File: config.mk
export PLATFORM = sky130hd
export DESIGN_NAME = bb3_divide
export DESIGN_NICKNAME = d
export VERILOG_FILES = /design/src/rtl/core/bb3_pkg.sv /design/src/rtl/core/bb3_divide.sv
export SDC_FILE = /design/constraint.sdc
export NUM_CORES = 1
export LEC_CHECK = 0
export ABC_AREA = 0
export BUFFER_PORTS_ARGS = -buffer_cell sky130_fd_sc_hd__buf_2
export CAP_MARGIN = 20
export CORE_MARGIN = 4
export CORE_UTILIZATION = 40
export DETAILED_ROUTE_END_ITERATION = 6
export GPL_TIMING_DRIVEN = 0
export PLACE_DENSITY = 0.58
export SYNTH_ARGS = -nofsm -noshare
export SYNTH_HDL_FRONTEND = slang
export SYNTH_SLANG_ARGS = --single-unit
File: constraint.sdc
create_clock -name vclk -period 6.3
set_input_delay 0.315 -clock vclk [all_inputs]
set_output_delay 0.315 -clock vclk [all_outputs]
set_load 0.01 [all_outputs]
File: src/rtl/core/bb3_pkg.sv
// Shared constants, types and helper functions for the 3x3 box blur.
`timescale 1ns / 1ps

package bb3_pkg;

    localparam int MAX_WIDTH = 1024;
    localparam int COL_W     = $clog2(MAX_WIDTH);
    localparam int CFG_W_W   = 11;
    localparam int CFG_H_W   = 16;
    localparam int WEFF_W    = (COL_W + 1 > CFG_W_W) ? COL_W + 1 : CFG_W_W;
    localparam int ROW_W     = CFG_H_W + 1;
    localparam int SUM_W     = 12;
    localparam int CNT_W     = 4;
    localparam int RCP_W     = 18;
    localparam int RCP_SHIFT = 18;
    localparam int NUM_W     = SUM_W + 1;
    localparam int PROD_W    = NUM_W + RCP_W;

    localparam logic [2:0] REG_ADDR_WIDTH  = 3'd0;
    localparam logic [2:0] REG_ADDR_HEIGHT = 3'd4;

    localparam logic CMD_PIXEL = 1'b0;
    localparam logic CMD_DRAIN = 1'b1;

    typedef logic [2:0][7:0]       t_pix;
    typedef logic [2:0][SUM_W-1:0] t_sum;

    typedef struct packed {
        logic top;
        logic bot;
        logic left;
        logic right;
    } t_mask;

    typedef struct packed {
        logic  emit;
        logic  done;
        t_mask mask;
    } t_ctl;

    // 2^18 / (2 * count), rounded up; exact for every numerator below 2^15.
    function automatic logic [RCP_W-1:0] bb3_recip(input logic [CNT_W-1:0] count);
        logic [RCP_W-1:0] m;
        begin
            unique case (count)
                4'd1:    m = 18'd131072;
                4'd2:    m = 18'd65536;
                4'd3:    m = 18'd43691;
                4'd4:    m = 18'd32768;
                4'd6:    m = 18'd21846;
                4'd9:    m = 18'd14564;
                default: m = '0;
            endcase
            return m;
        end
    endfunction

endpackage

File: src/rtl/core/bb3_divide.sv
// Rounded mean per channel: (2*sum+count)/(2*count) by reciprocal multiply.
`timescale 1ns / 1ps

module bb3_divide
    import bb3_pkg::*;
(
    input  t_sum             i_sum,
    input  logic [CNT_W-1:0] i_count,
    output t_pix             o_mean
);

    logic [RCP_W-1:0]  recip;
    logic [NUM_W-1:0]  num  [3];
    logic [PROD_W-1:0] prod [3];

    assign recip = bb3_recip(i_count);

    always_comb begin
        for (int ch = 0; ch < 3; ch++) begin
            num[ch]    = {i_sum[ch], 1'b0} + NUM_W'(i_count);
            prod[ch]   = PROD_W'(num[ch]) * PROD_W'(recip);
            o_mean[ch] = prod[ch][RCP_SHIFT +: 8];
        end
    end

endmodule

* Word level (Yosys, flattened, before mapping)
Index checks and enable logic that the tools add are counted.
Cells by class: equal/unequal tests 6, $mul 3, mux-type cells 1, add/subtract/negate cells 3
Operator list (count):
- 18-bit one-hot mux with 6 select lines | 1
- 13-bit by 18-bit multiplier with 26-bit output | 3
- 13-bit by 4-bit adder with 13-bit output | 3
- 4-bit by 2-bit equality test with 1-bit output, second input constant | 2
- 4-bit by 3-bit equality test with 1-bit output, second input constant | 2
- 4-bit by 1-bit equality test with 1-bit output, second input constant | 1
- 4-bit equality test, second input constant | 1
Storage, ports and cells: bits in registers 0, output and inout bits 24, input bits 40, word-level logic and storage cells 13

* Depth between registers and ports, before layout
depth after elaboration 3, gate-level depth with buffers 27

* Worst setup path after synthesis
OpenSTA, ideal clock, no wires.
path kind input to output, from input port i_count[0], to output port o_mean[7] in the netlist's numbering, buffers on the path 1, stages 23, slack -0.264 ns, arrival 6.249 ns, path through nor2b_1 > nand3b_1 > inv_1 > nor2_1 > inv_1 > clkbuf_1 > nand2_1 > fa_1 > fa_1 > inv_1 > fa_1 > fa_1 > inv_1 > fa_1 > inv_1 > ha_1 > a21oi_1 > nand2_1 > a211oi_1 > o221ai_1 > o211a_1 > a311oi_1 > xnor2_1
RTL lines:
- from (decl) | line bb3_divide.sv:8 | input logic [CNT_W-1:0] i_count,
- to (decl) | line bb3_divide.sv:9 | output t_pix o_mean

==> results.cfg <==
[routing]
detail_route.wl_per_cell_um = 18.7
drc = 0
ant_nets = 0
first_iter_violations = 758
num_vias = 12500
firstDrtPassIters = 5
vias_per_cell = 4.88
drt_wl_total_um = 47900

[status]
status = finished, violations left
violations = setup timing

[sta]
period_share_pct = 107
max_clock_freq_mhz = 148
tightest_slew_ns = 0.712
period_needed_ns = 6.73
slew_viol_final = 0
grt_setup_unrepaired = true
finalSetupViolations = 20
fin_ws_ns = -0.435
slew_headroom_pct = 52.5
hold_violations = 0
fin_setup_tns_ns = -5.51
hold_slack_ns = 1.53

[power_and_ir_drop]
power_frac_comb_pct = 100.0
intPower_mw = 0.856
p_leak_nw = 11.0
irDropWorstVdd_mv = 0.120
switching_share_pct = 57.6
power_density_mw_per_mm2 = 101
p_sw_mw = 1.16
seq_power_share_pct = 0
clkPwrFrac_pct = 0

[job]
cap_viol_max_count = 0

[floorplan]
initial_utilization_pct = 40.8
rows = 74
die-height_um = 213
core_mm2 = 0.0413
io_pins = 64
fp.dieW_um = 213
die_area_mm2 = 0.0455

[finish]
layout-drive-gt1-share_pct = 18.6
final_cell_count_no_fill = 2562
syn_to_final_growth_pct = 18.7
area.sequential_um2 = 0
num-fill-cells = 3884
n_clock_buffer = 0
fin_nets = 2685
seq_cell_count = 0
fin_util_pct = 48.5

[synthesis]
yosysTopAreaCellShare_pct = 53.4
yosys_warnings = 0
yosysMostFrequentCell = inv_1
synth_cell_types = 52
syn_avg_cell_area_um2 = 8.94
yosys.area.top_type = fa_1
synthCells = 1886
synth-seq-area-share_pct = 0
synth_area_leaders = fa_1, inv_1, ha_1
netlist_area_mm2 = 0.0169
netlist_top_cells_count = inv_1, fa_1, ha_1

[setup_path]
worstSetupPathType = primary input to primary output
arrival_ns = 6.42
critPathLaunchType = primary input
cp.required_ns = 5.98
critPathCapture = o_mean[23]
worstSetupEndpointType = primary output
crit_start = i_count[1]
critPathMaxFanout = 8

[global_route]
antenna_found_initial = 4
track_usage_pct = 21.9
grt_pass1_vias = 13500
grt_overflow = 0
grt_pass1_wl_um = 76400
grt_max_degree = 16

[placed_design]
place_hpwl_um = 41900
gp_congestion = 0.936
port_buffers = 60
dp.cells = 2488

[hold_path]
hp-class = primary input to primary output
==> per-stage QoR <==
| step | total power [mW] | setup WS (ns) | area (um2) |
|---|---|---|---|
| CTS | 1.94 | -0.438 | 19400 |
| floorplan | 1.24 | -0.0257 | 16900 |
| detailed placement | 1.73 | -2.35 | 17900 |
| finish | 2.02 | -0.435 | 20000 |
| global route | 2.31 | -0.680 | 20000 |
| global placement | 1.71 | -2.24 | 17900 |
==> power by group through the flow <==
| stage | registers, mW | clock network [mW] | logic (mW) |
|---|---|---|---|
| 2_1_floorplan | 0 | 0 | 1.24 |
| 3_3_place_gp | 0 | 0 | 1.71 |
| 3_5_place_dp | 0 | 0 | 1.73 |
| 4_1_cts | 0 | 0 | 1.94 |
| 5_1_grt | 0 | 0.0000000426 | 2.31 |
| 6_report | 0 | 0.0000000426 | 2.02 |
==> area by class of cell <==
cell class         instances  area (um2)  share of cell area, %
well taps                532         666                   3.32
diodes                     2        5.00                 0.0250
plain buffers             28         219                   1.09
inverters                678        2570                   12.8
repair buffers           132         920                   4.59
multi-input cells       1190       15600                   78.1
==> how the worst min path moves through the flow <==
| stage | end | slack (ns) | startpoint | depth (start not counted) |
|---|---|---|---|---|
| finish | o_mean[23] | 1.53 | i_sum[33] | 6 |
| floorplan | o_mean[23] | 1.06 | i_sum[33] | 4 |
| detailed placement | o_mean[23] | 1.44 | i_sum[33] | 6 |
| CTS | o_mean[23] | 1.51 | i_sum[33] | 6 |
| global placement | o_mean[23] | 1.45 | i_sum[33] | 6 |
| global route | o_mean[23] | 1.59 | i_sum[33] | 6 |
==> worst max-delay path: stages <==
cell	delay, ns
buf_12	0.13
ha_4	0.16
fa_2	0.37
a21oi_4	0.23
nor2_4	0.07
nand4_1	0.17
xor2_4	0.16
or2_2	0.32
fa_1	0.47
fa_1	0.45
inv_1	0.14
fa_1	0.46
fa_1	0.51
inv_1	0.05
fa_1	0.48
inv_2	0.05
ha_4	0.21
a21o_1	0.16
a21oi_2	0.19
o221ai_4	0.15
a22o_1	0.26
a211oi_4	0.34
o31ai_4	0.12
a21oi_2	0.16
xnor2_1	0.13
buf_2	0.16
==> cell families after synthesis <==
group,count (synthesis),share of synthesized area [%]
other cells,2,0.0445
compound gates,88,3.72
xor+xnor,98,5.09
simple gates,377,9.74
buf+inv,706,15.8
fa+ha+maj,615,65.7
==> layer usage <==
metal,track usage [%],up-vias,wire length (um)
met4,3.40,4,801
met1,32.9,6411,21400
met3,2.31,49,3060
li1,-,5614,-
met2,35.4,421,22600
met5,0,-,28
==> layout by cell type (no fill, tap or decap), types with 7 or more instances in the layout <==
master	n
inv_1	658
nand2_2	25
a21o_1	12
nor2_1	107
xnor2_4	7
clkbuf_2	7
nor2_4	20
ha_4	18
nand4_1	9
xor2_4	9
nor2_2	23
xnor2_2	14
fa_1	431
conb_1	12
clkbuf_1	8
nand2_1	118
inv_2	18
buf_2	56
and3_1	8
a21oi_1	15
xor2_2	8
xnor2_1	37
buf_4	69
nand3_1	10
fa_2	19
xor2_1	23
ha_1	147
==> what timing repair did <==
action                                  4_1_cts  5_1_grt
setup buffers                                52       21
hold buffers                                  0        0
gates resized for setup                     259       96
pin swaps                                    84       83
endpoints found under the setup margin       24       24
No activity file was read; power rests on OpenSTA's default activity.
