### config.mk
export PLATFORM = sky130hd
export DESIGN_NAME = bb3_window
export DESIGN_NICKNAME = d
export VERILOG_FILES = /design/src/rtl/core/bb3_pkg.sv /design/src/rtl/core/bb3_window.sv
export SDC_FILE = /design/constraint.sdc
export NUM_CORES = 1
export LEC_CHECK = 0
export BUFFER_PORTS_ARGS = -buffer_cell sky130_fd_sc_hd__buf_2
export CORE_MARGIN = 3
export CORE_UTILIZATION = 45
export CTS_CLUSTER_DIAMETER = 150
export CTS_CLUSTER_SIZE = 8
export DETAILED_ROUTE_END_ITERATION = 8
export PLACE_DENSITY_LB_ADDON = 0.2
export SYNTH_ARGS = -nofsm -noshare
export SYNTH_HDL_FRONTEND = slang
export SYNTH_SLANG_ARGS = --single-unit
export TNS_END_PERCENT = 20
### constraint.sdc
create_clock -name i_clk -period 20.2 [get_ports i_clk]
set_clock_uncertainty 0.15 [all_clocks]
set_input_delay 4.04 -clock i_clk [delete_from_list [all_inputs] [get_ports i_clk]]
set_output_delay 4.04 -clock i_clk [all_outputs]
set_load 0.1 [all_outputs]
### src/rtl/core/bb3_pkg.sv
// Shared constants, types and helper functions for the 3x3 box blur.
`timescale 1ns / 1ps

package bb3_pkg;

    localparam int MAX_WIDTH = 1024;
    localparam int COL_W     = $clog2(MAX_WIDTH);
    localparam int CFG_W_W   = 11;
    localparam int CFG_H_W   = 16;
    localparam int WEFF_W    = (COL_W + 1 > CFG_W_W) ? COL_W + 1 : CFG_W_W;
    localparam int ROW_W     = CFG_H_W + 1;
    localparam int SUM_W     = 12;
    localparam int CNT_W     = 4;
    localparam int RCP_W     = 18;
    localparam int RCP_SHIFT = 18;
    localparam int NUM_W     = SUM_W + 1;
    localparam int PROD_W    = NUM_W + RCP_W;

    localparam logic [2:0] REG_ADDR_WIDTH  = 3'd0;
    localparam logic [2:0] REG_ADDR_HEIGHT = 3'd4;

    localparam logic CMD_PIXEL = 1'b0;
    localparam logic CMD_DRAIN = 1'b1;

    typedef logic [2:0][7:0]       t_pix;
    typedef logic [2:0][SUM_W-1:0] t_sum;

    typedef struct packed {
        logic top;
        logic bot;
        logic left;
        logic right;
    } t_mask;

    typedef struct packed {
        logic  emit;
        logic  done;
        t_mask mask;
    } t_ctl;

    // 2^18 / (2 * count), rounded up; exact for every numerator below 2^15.
    function automatic logic [RCP_W-1:0] bb3_recip(input logic [CNT_W-1:0] count);
        logic [RCP_W-1:0] m;
        begin
            unique case (count)
                4'd1:    m = 18'd131072;
                4'd2:    m = 18'd65536;
                4'd3:    m = 18'd43691;
                4'd4:    m = 18'd32768;
                4'd6:    m = 18'd21846;
                4'd9:    m = 18'd14564;
                default: m = '0;
            endcase
            return m;
        end
    endfunction

endpackage

### src/rtl/core/bb3_window.sv
// 3x3 pixel window: shift in a new column and sum the in-frame neighbors.
`timescale 1ns / 1ps

module bb3_window
    import bb3_pkg::*;
(
    input  logic             i_clk,
    input  logic             i_rst_n,
    input  logic             i_en,
    input  t_pix             i_up,
    input  t_pix             i_mid,
    input  t_pix             i_pix,
    input  t_mask            i_mask,
    output t_sum             o_sum,
    output logic [CNT_W-1:0] o_count
);

    t_pix r_win [3][3];
    t_pix n_win [3][3];
    t_pix new_col [3];
    logic [2:0] row_en;
    logic [2:0] col_en;

    always_comb begin
        new_col[0] = i_up;
        new_col[1] = i_mid;
        new_col[2] = i_pix;
        for (int r = 0; r < 3; r++) begin
            n_win[r][0] = r_win[r][1];
            n_win[r][1] = r_win[r][2];
            n_win[r][2] = new_col[r];
        end
    end

    assign row_en = {i_mask.bot, 1'b1, i_mask.top};
    assign col_en = {i_mask.right, 1'b1, i_mask.left};

    // Sum over the window as it stands after the shift.
    always_comb begin
        o_sum   = '0;
        o_count = '0;
        for (int r = 0; r < 3; r++) begin
            for (int k = 0; k < 3; k++) begin
                if (row_en[r] && col_en[k]) begin
                    for (int ch = 0; ch < 3; ch++) begin
                        o_sum[ch] = o_sum[ch] + SUM_W'(n_win[r][k][ch]);
                    end
                    o_count = o_count + CNT_W'(1);
                end
            end
        end
    end

    always_ff @(posedge i_clk) begin
        if (!i_rst_n) begin
            for (int r = 0; r < 3; r++) begin
                for (int k = 0; k < 3; k++) begin
                    r_win[r][k] <= '0;
                end
            end
        end else if (i_en) begin
            r_win <= n_win;
        end
    end

endmodule

[Yosys cells after proc, flatten, opt, wreduce, memory -nomap -nowiden]
Cells that the tools add are included.
Word-level totals
  register bits: 144
  input port bits: 79
  logic and storage cells: 70
Cells by class
  add/sub/neg operators: 32
  multiplexer cells: 16
  reduce and logical (&&, ||, !) cells: 4
Operator list (number)
  adder 12 x 8 -> 12 bit: 24
  2-to-1 mux 36 bit: 7
  adder 4 x 1 -> 4 bit, second input constant: 8
  2-to-1 mux 32 bit: 1
  2-to-1 mux 4 bit: 7
  logical AND 1 bit: 4
  2-to-1 mux 1 bit: 1

[Longest topological paths before layout]
Gate-level depths: netlist of the first run.
  word-level depth: 17
  depth in mapped cells: 50
  mapped depth without buffers: 48

[Least setup slack after synthesis of the first run]
No wires, ideal clock.
  path kind: input -> output
  start: input i_mask[1] (netlist bit)
  end: output o_sum[35] (netlist bit)
  data arrival time: 13.835 ns
  data required time: 16.010 ns
  setup slack: 2.175 ns
  stages on the path: 46
  path through: ha_1 -> buf_2 -> clkbuf_1 -> and2_1 -> ha_1 -> inv_1 -> fa_1 -> nand4b_1 -> o2111ai_1 -> xor2_1 -> mux2_2 -> ha_1 -> o21a_1 -> o31a_1 -> a211oi_1 -> a21o_1 -> ha_1 -> a21boi_2 -> (+10 left out) -> mux2i_1 -> inv_1 -> ha_1 -> xnor2_1 -> nor2_1 -> a21oi_1 -> ha_1 -> nor2_1 -> nor2_1 -> o31a_1 -> nand2_1 -> and3_1 -> or4_1 -> o2111a_1 -> nor3_2 -> xnor2_1 -> nand3_1 -> xnor2_1
RTL lines
  from (decl): line bb3_window.sv:13  | input t_mask i_mask,
  to (decl): line bb3_window.sv:14  | output t_sum o_sum,

==> flow_metrics.py, run 1 <==
metrics = {
    "clocking": {
        "cts_buffer_depth": 2,
        "clockRootBuffer": "clkbuf_16",
        "htreeDepth": 4,
        "cts_resized": 0,
        "cts_tree": "built",
        "clock_sinks": 144,
        "cts_buffers": 17,
        "postCtsSetupRepairBufs": 0,
        "hold_buffers": 0,
        "clock_latency_ps": 440,
        "path_clk_slew_ps": 60,
    },
    "critical_path": {
        "endpoint_kind": "output port",
        "worst-setup-path-type": "in2out",
        "cp.buffers_inverters": 7,
        "worst_path_dominant_cell_family": "adder cells",
        "crit_fanout": 45,
        "critPathSlowestCell": "ha_1",
        "cpMostUsedCell": "ha_1",
        "required_ps": 16010,
        "arrival_ps": 14040,
        "slowest_delay_ps": 530,
        "cp-start-kind": "primary input",
    },
    "flow_run": {
        "cap_violations": 0,
    },
    "logic_synthesis": {
        "synth.most_common_cell": "ha_1",
        "synth_cell_types": 88,
        "synth_ff_type": "dfxtp_1",
        "syn_nets": 2349,
        "async_flop_share_pct": 0,
        "ys_ff_latch": 144,
        "yosysTopAreaCellShare_pct": 17.6,
        "syn_avg_cell_area_sq_um": 8.01,
        "ys_top_cells_by_area": "dfxtp_1, ha_1, mux2i_1, nor2b_1, xnor2_1",
        "yosys-top-cells-count": "ha_1, nor2_1, nor2b_1",
        "syn_inst": 2048,
        "yosys.area.top_type": "dfxtp_1",
        "synth_edf_count": 0,
        "synthesis.area_sq_um": 16400,
        "yosys_warnings": 0,
        "yosysSeqAreaShare_pct": 17.6,
    },
    "place": {
        "gp_congestion": 0.830,
        "io_buffer_count": 118,
        "placed_cell_area_sq_um": 17400,
        "dp_hpwl_mm": 31.8,
        "dp_cells": 2569,
    },
    "global_route": {
        "grt_use_total_pct": 21.3,
        "grt_use_met2_pct": 34.8,
        "grt_antenna_before_repair": 1,
        "grt_use_met3_pct": 3.59,
        "grt-ovfl-total": 0,
        "grt_use_met1_pct": 29.7,
        "grt_pass1_vias": 13900,
        "grt_pass1_wl_mm": 68.7,
        "busiest_layer": "met2",
        "grt_max_degree": 121,
    },
    "final_layout": {
        "largest_register_ffs": 144,
        "nets": 2428,
        "final_util_pct": 50.5,
        "final_area_sq_um": 18100,
        "antenna_cells": 0,
        "finalNonFillerCells": 2601,
        "layout-drive-gt1-share_pct": 10.5,
        "synthToLayoutAreaGrowth_pct": 10.1,
    },
    "sta": {
        "slew_viol_final": 0,
        "worst_pin_slew_ps": 1160,
        "rsz0062_at_grt": "no",
        "setup_viol": 0,
        "post-route-period-util_pct": 90.2,
        "fin_hold_ws_ps": 366,
        "finalSetupTns_ps": 0,
        "post-route-min-period_ps": 18230,
        "slew_headroom_pct": 22.6,
        "fmax_mhz": 54.9,
        "hold_viol_final": 0,
    },
    "floorplanning": {
        "die_area_sq_um": 38800,
        "start_util_pct": 45.9,
        "core_area_sq_um": 35700,
        "pin_count": 119,
        "placementRows": 69,
        "die_h_um": 197,
        "fp.dieW_um": 197,
    },
    "detailed_routing": {
        "wl_per_cell_um": 15.8,
        "vias": 14300,
        "viasPerCell": 5.48,
        "firstDrtPassIters": 5,
        "routed_wl_mm": 41.1,
        "drc": 0,
        "drt-initial-drc-count": 755,
        "ant_nets": 0,
    },
    "run_status": {
        "status": "finished, final reports clean",
    },
    "power_and_ir_drop": {
        "ir_drop_mv": 0.147,
        "leakage_nw": 8.58,
        "p_per_area_nw_per_um2": 83.2,
    },
    "worst_hold_path": {
        "hold_class": "reg2reg",
    },
}
[metal layers]
| layer | part of all wire [%] | vias to the layer above | wire (um) |
|---|---|---|---|
| li1 | - | 7309 | - |
| met2 | 44 | 260 | 18100 |
| met1 | 50 | 6641 | 20700 |
| met4 | 1.6 | 0 | 658 |
| met5 | 0 | - | 0 |
| met3 | 4.0 | 43 | 1660 |
[kinds of logic (layout without fill, tap and decap cells)]
kind of cell,Yosys count,after routing,synth area share [%]
and+or+nand+nor,619,619,18.7
AOI/OAI and AO/OA,483,483,18.6
adders and majority gates,224,224,18.2
buffers and inverters,207,299,4.78
muxes,204,204,12.7
xor gates and xnor gates,167,167,9.44
DFF,144,144,17.6
[cell type report]
cell class	count	area, sq um
flip-flops and latches	144	2880
well taps	461	577
fillers	3457	17700
inverters	135	507
multi-input cells	1697	12700
clock inverters	13	209
clock buffers	19	443
repair buffers	132	707
[stage by stage]
step	worst slack [ps]	power, mW
6_report	1970	1.50
2_1_floorplan	2170	0.996
5_1_grt	963	1.61
3_3_place_gp	2170	1.13
4_1_cts	1950	1.51
3_5_place_dp	1980	1.14
[power by group]
part / leakage (nW) / total [mW] / switching, mW / internal (mW)
clock network: 0.310 / 0.361 / 0.138 / 0.223
logic: 7.09 / 0.832 / 0.548 / 0.284
registers: 1.18 / 0.309 / 0.0118 / 0.298
[final timing paths]
| path | slack [ps] | from | endpoint | cells after the start |
|---|---|---|---|---|
| max | 1970 | i_mask[3] | o_sum[35] | 45 |
| min | 370 | n_win[212]$_SDFFE_PN0P_ | n_win[212]$_SDFFE_PN0P_ | 2 |
| max reg2reg | 19280 | n_win[186]$_SDFFE_PN0P_ | n_win[186]$_SDFFE_PN0P_ | 2 |
| min reg2reg | 370 | n_win[212]$_SDFFE_PN0P_ | n_win[212]$_SDFFE_PN0P_ | 2 |
[placed cells by master (no fill, tap or decap), types with 24 or more instances in the layout]
cell type and count:
a211oi_1 25, a21o_1 48, a21oi_1 139, buf_2 116, dfxtp_1 144, fa_1 24, ha_1 198, inv_1 135
mux2_2 33, mux2i_1 170, nand2_1 132, nor2_1 187, nor2b_1 182, o21a_1 27, o21ai_0 122, xnor2_1 114
xor2_1 46
[worst min-delay path: stages, from the launching register on]
cell and delay [ps]:
dfxtp_1 320, mux2i_1 70, nor2b_1 90
Power figures use the tool's default switching activity.
==> run 2, diff against run 1 <==
Settings changed: ABC_AREA set to 1, GPL_ROUTABILITY_DRIVEN set to 0.
==> flow_metrics.py, run 2 <==
metrics = {
    "floorplanning": {
        "die_h_um": 196,
        "core_area_sq_um": 35100,
        "placementRows": 68,
        "fp.dieW_um": 196,
        "start_util_pct": 46.4,
        "pin_count": 119,
        "die_area_sq_um": 38500,
    },
    "logic_synthesis": {
        "syn_inst": 2554,
        "synth.most_common_cell": "nand2_1",
        "synth_edf_count": 0,
        "ys_ff_latch": 144,
        "synth_cell_types": 54,
        "yosys_warnings": 0,
        "syn_avg_cell_area_sq_um": 6.37,
        "synth_ff_type": "dfxtp_1",
        "yosys-top-cells-count": "nand2_1, nor2_1, o21ai_0",
        "yosysTopAreaCellShare_pct": 17.7,
        "async_flop_share_pct": 0,
        "yosys.area.top_type": "dfxtp_1",
        "synthesis.area_sq_um": 16300,
        "syn_nets": 2855,
        "yosysSeqAreaShare_pct": 17.7,
        "ys_top_cells_by_area": "dfxtp_1, ha_1, nand2_1, o21ai_0, nor2_1",
    },
    "power_and_ir_drop": {
        "p_total_mw": 1.61,
        "ir_drop_mv": 0.133,
        "leakage_nw": 8.98,
        "p_per_area_nw_per_um2": 90.9,
    },
    "detailed_routing": {
        "wl_per_cell_um": 14.9,
        "drc": 0,
        "firstDrtPassIters": 5,
        "viasPerCell": 5.27,
        "drt-initial-drc-count": 832,
        "ant_nets": 0,
        "routed_wl_mm": 45.7,
        "vias": 16200,
    },
    "run_status": {
        "status": "finished, final reports clean",
    },
    "final_layout": {
        "layout_commonest_cell": "nand2_1",
        "antenna_cells": 0,
        "largest_register_ffs": 144,
        "layout-drive-gt1-share_pct": 10.8,
        "nets": 2911,
        "mostFrequentLayoutCells": "nand2_1, nor2_1, o21ai_0",
        "n_fill_cell": 3519,
        "synthToLayoutAreaGrowth_pct": 8.79,
        "final_area_sq_um": 17700,
        "finalNonFillerCells": 3077,
    },
    "place": {
        "dp_cells": 3046,
        "placed_cell_area_sq_um": 17100,
        "dp_hpwl_mm": 35.1,
        "place_ws_ps": 1670,
        "io_buffer_count": 118,
    },
    "worst_hold_path": {
        "hold_class": "reg2reg",
        "min_from": "n_win[192]$_SDFFE_PN0P_",
    },
    "global_route": {
        "grt_antenna_before_repair": 0,
        "grt_max_degree": 94,
        "grt_use_met2_pct": 40.7,
        "grt_pass1_vias": 15700,
        "busiest_layer": "met2",
        "grt_use_total_pct": 23.5,
        "grt-ovfl-total": 0,
        "grt_use_met1_pct": 29.3,
        "grt_pass1_wl_mm": 74.9,
        "grt_use_met3_pct": 3.47,
    },
    "critical_path": {
        "crit_start": "i_mask[3]",
        "cp-start-kind": "primary input",
        "critPathSlowestCell": "ha_1",
        "slowest_delay_ps": 680,
        "arrival_ps": 14310,
        "worst-setup-path-type": "in2out",
        "required_ps": 16010,
        "endpoint_kind": "output port",
        "r2r_start": "n_win[194]$_SDFFE_PN0P_",
        "crit_fanout": 29,
    },
    "flow_run": {
        "cap_violations": 0,
    },
    "sta": {
        "post-route-period-util_pct": 91.6,
        "slew_viol_final": 0,
        "hold_viol_final": 0,
        "worst_pin_slew_ps": 931,
        "setup_viol": 0,
        "worst_slack_ps": 1700,
        "fmax_mhz": 54.1,
        "finalSetupTns_ps": 0,
        "post-route-min-period_ps": 18500,
        "slew_headroom_pct": 37.9,
        "rsz0062_at_grt": "no",
    },
    "clocking": {
        "cts_resized": 0,
        "postCtsSetupRepairBufs": 0,
        "clockRootBuffer": "clkbuf_16",
        "cts_buffer_depth": 2,
        "clock_latency_ps": 440,
        "cts_tree": "built",
        "cts_buffers": 17,
        "hold_buffers": 0,
        "path_clk_slew_ps": 60,
        "clock_sinks": 144,
        "htreeDepth": 4,
    },
}
==> run 2: per-layer routing <==
| metal | vias to the layer above | part of all wire, % |
|---|---|---|
| met5 | - | 0 |
| met4 | 0 | 3.8 |
| met3 | 64 | 4.3 |
| met2 | 303 | 46 |
| met1 | 7386 | 46 |
| li1 | 8473 | - |
==> run 2: final timing paths <==
| path | end | slack (ps) | cells past startpoint |
|---|---|---|---|
| worst min-delay path | n_win[192]$_SDFFE_PN0P_ | 350 | 2 |
| worst min register to register | n_win[192]$_SDFFE_PN0P_ | 350 | 2 |
| worst max register to register | n_win[194]$_SDFFE_PN0P_ | 19330 | 2 |
| worst max-delay path | o_sum[23] | 1700 | 44 |
==> run 2: cell families after synthesis <==
group	count (synthesis)	share of synthesized area [%]
compound gates	581	19.1
xor+xnor	113	6.13
fa+ha+maj	222	18.2
buf+inv	379	8.83
flops	144	17.7
mux	1	0.0692
simple gates	1114	30.0
==> run 2: cell type report <==
class / count / area [sq um] / share of cell area (%)
Sequential cell: 144 / 2880 / 16.3
Clock buffer: 21 / 480 / 2.72
Multi-Input combinational cell: 2031 / 11900 / 67.5
Tap cell: 455 / 569 / 3.22
Timing Repair Buffer: 127 / 663 / 3.75
Clock inverter: 10 / 62.6 / 0.354
Inverter: 289 / 1090 / 6.15
==> run 2: critical path: cells and delay by family <==
| family | cells | cell delay (ps) |
|---|---|---|
| fa+ha+maj | 10 | 4470 |
| buf+inv | 10 | 1900 |
| simple gates | 11 | 1360 |
| compound gates | 13 | 2490 |
==> run 2: metrics by stage <==
stage / utilization, % / hold WS (ps)
6_report: 50.5 / 350
3_3_place_gp: 48.9 / 329
2_1_floorplan: - / 313
3_5_place_dp: 48.9 / 334
4_1_cts: 50.5 / 351
5_1_grt: 50.5 / 378
==> run 2: report_power, final <==
group / switching [mW] / leakage, nW / internal [mW]
logic: 0.694 / 7.53 / 0.296
clock network: 0.133 / 0.259 / 0.168
registers: 0.0139 / 1.19 / 0.304
total: 0.842 / 8.98 / 0.767
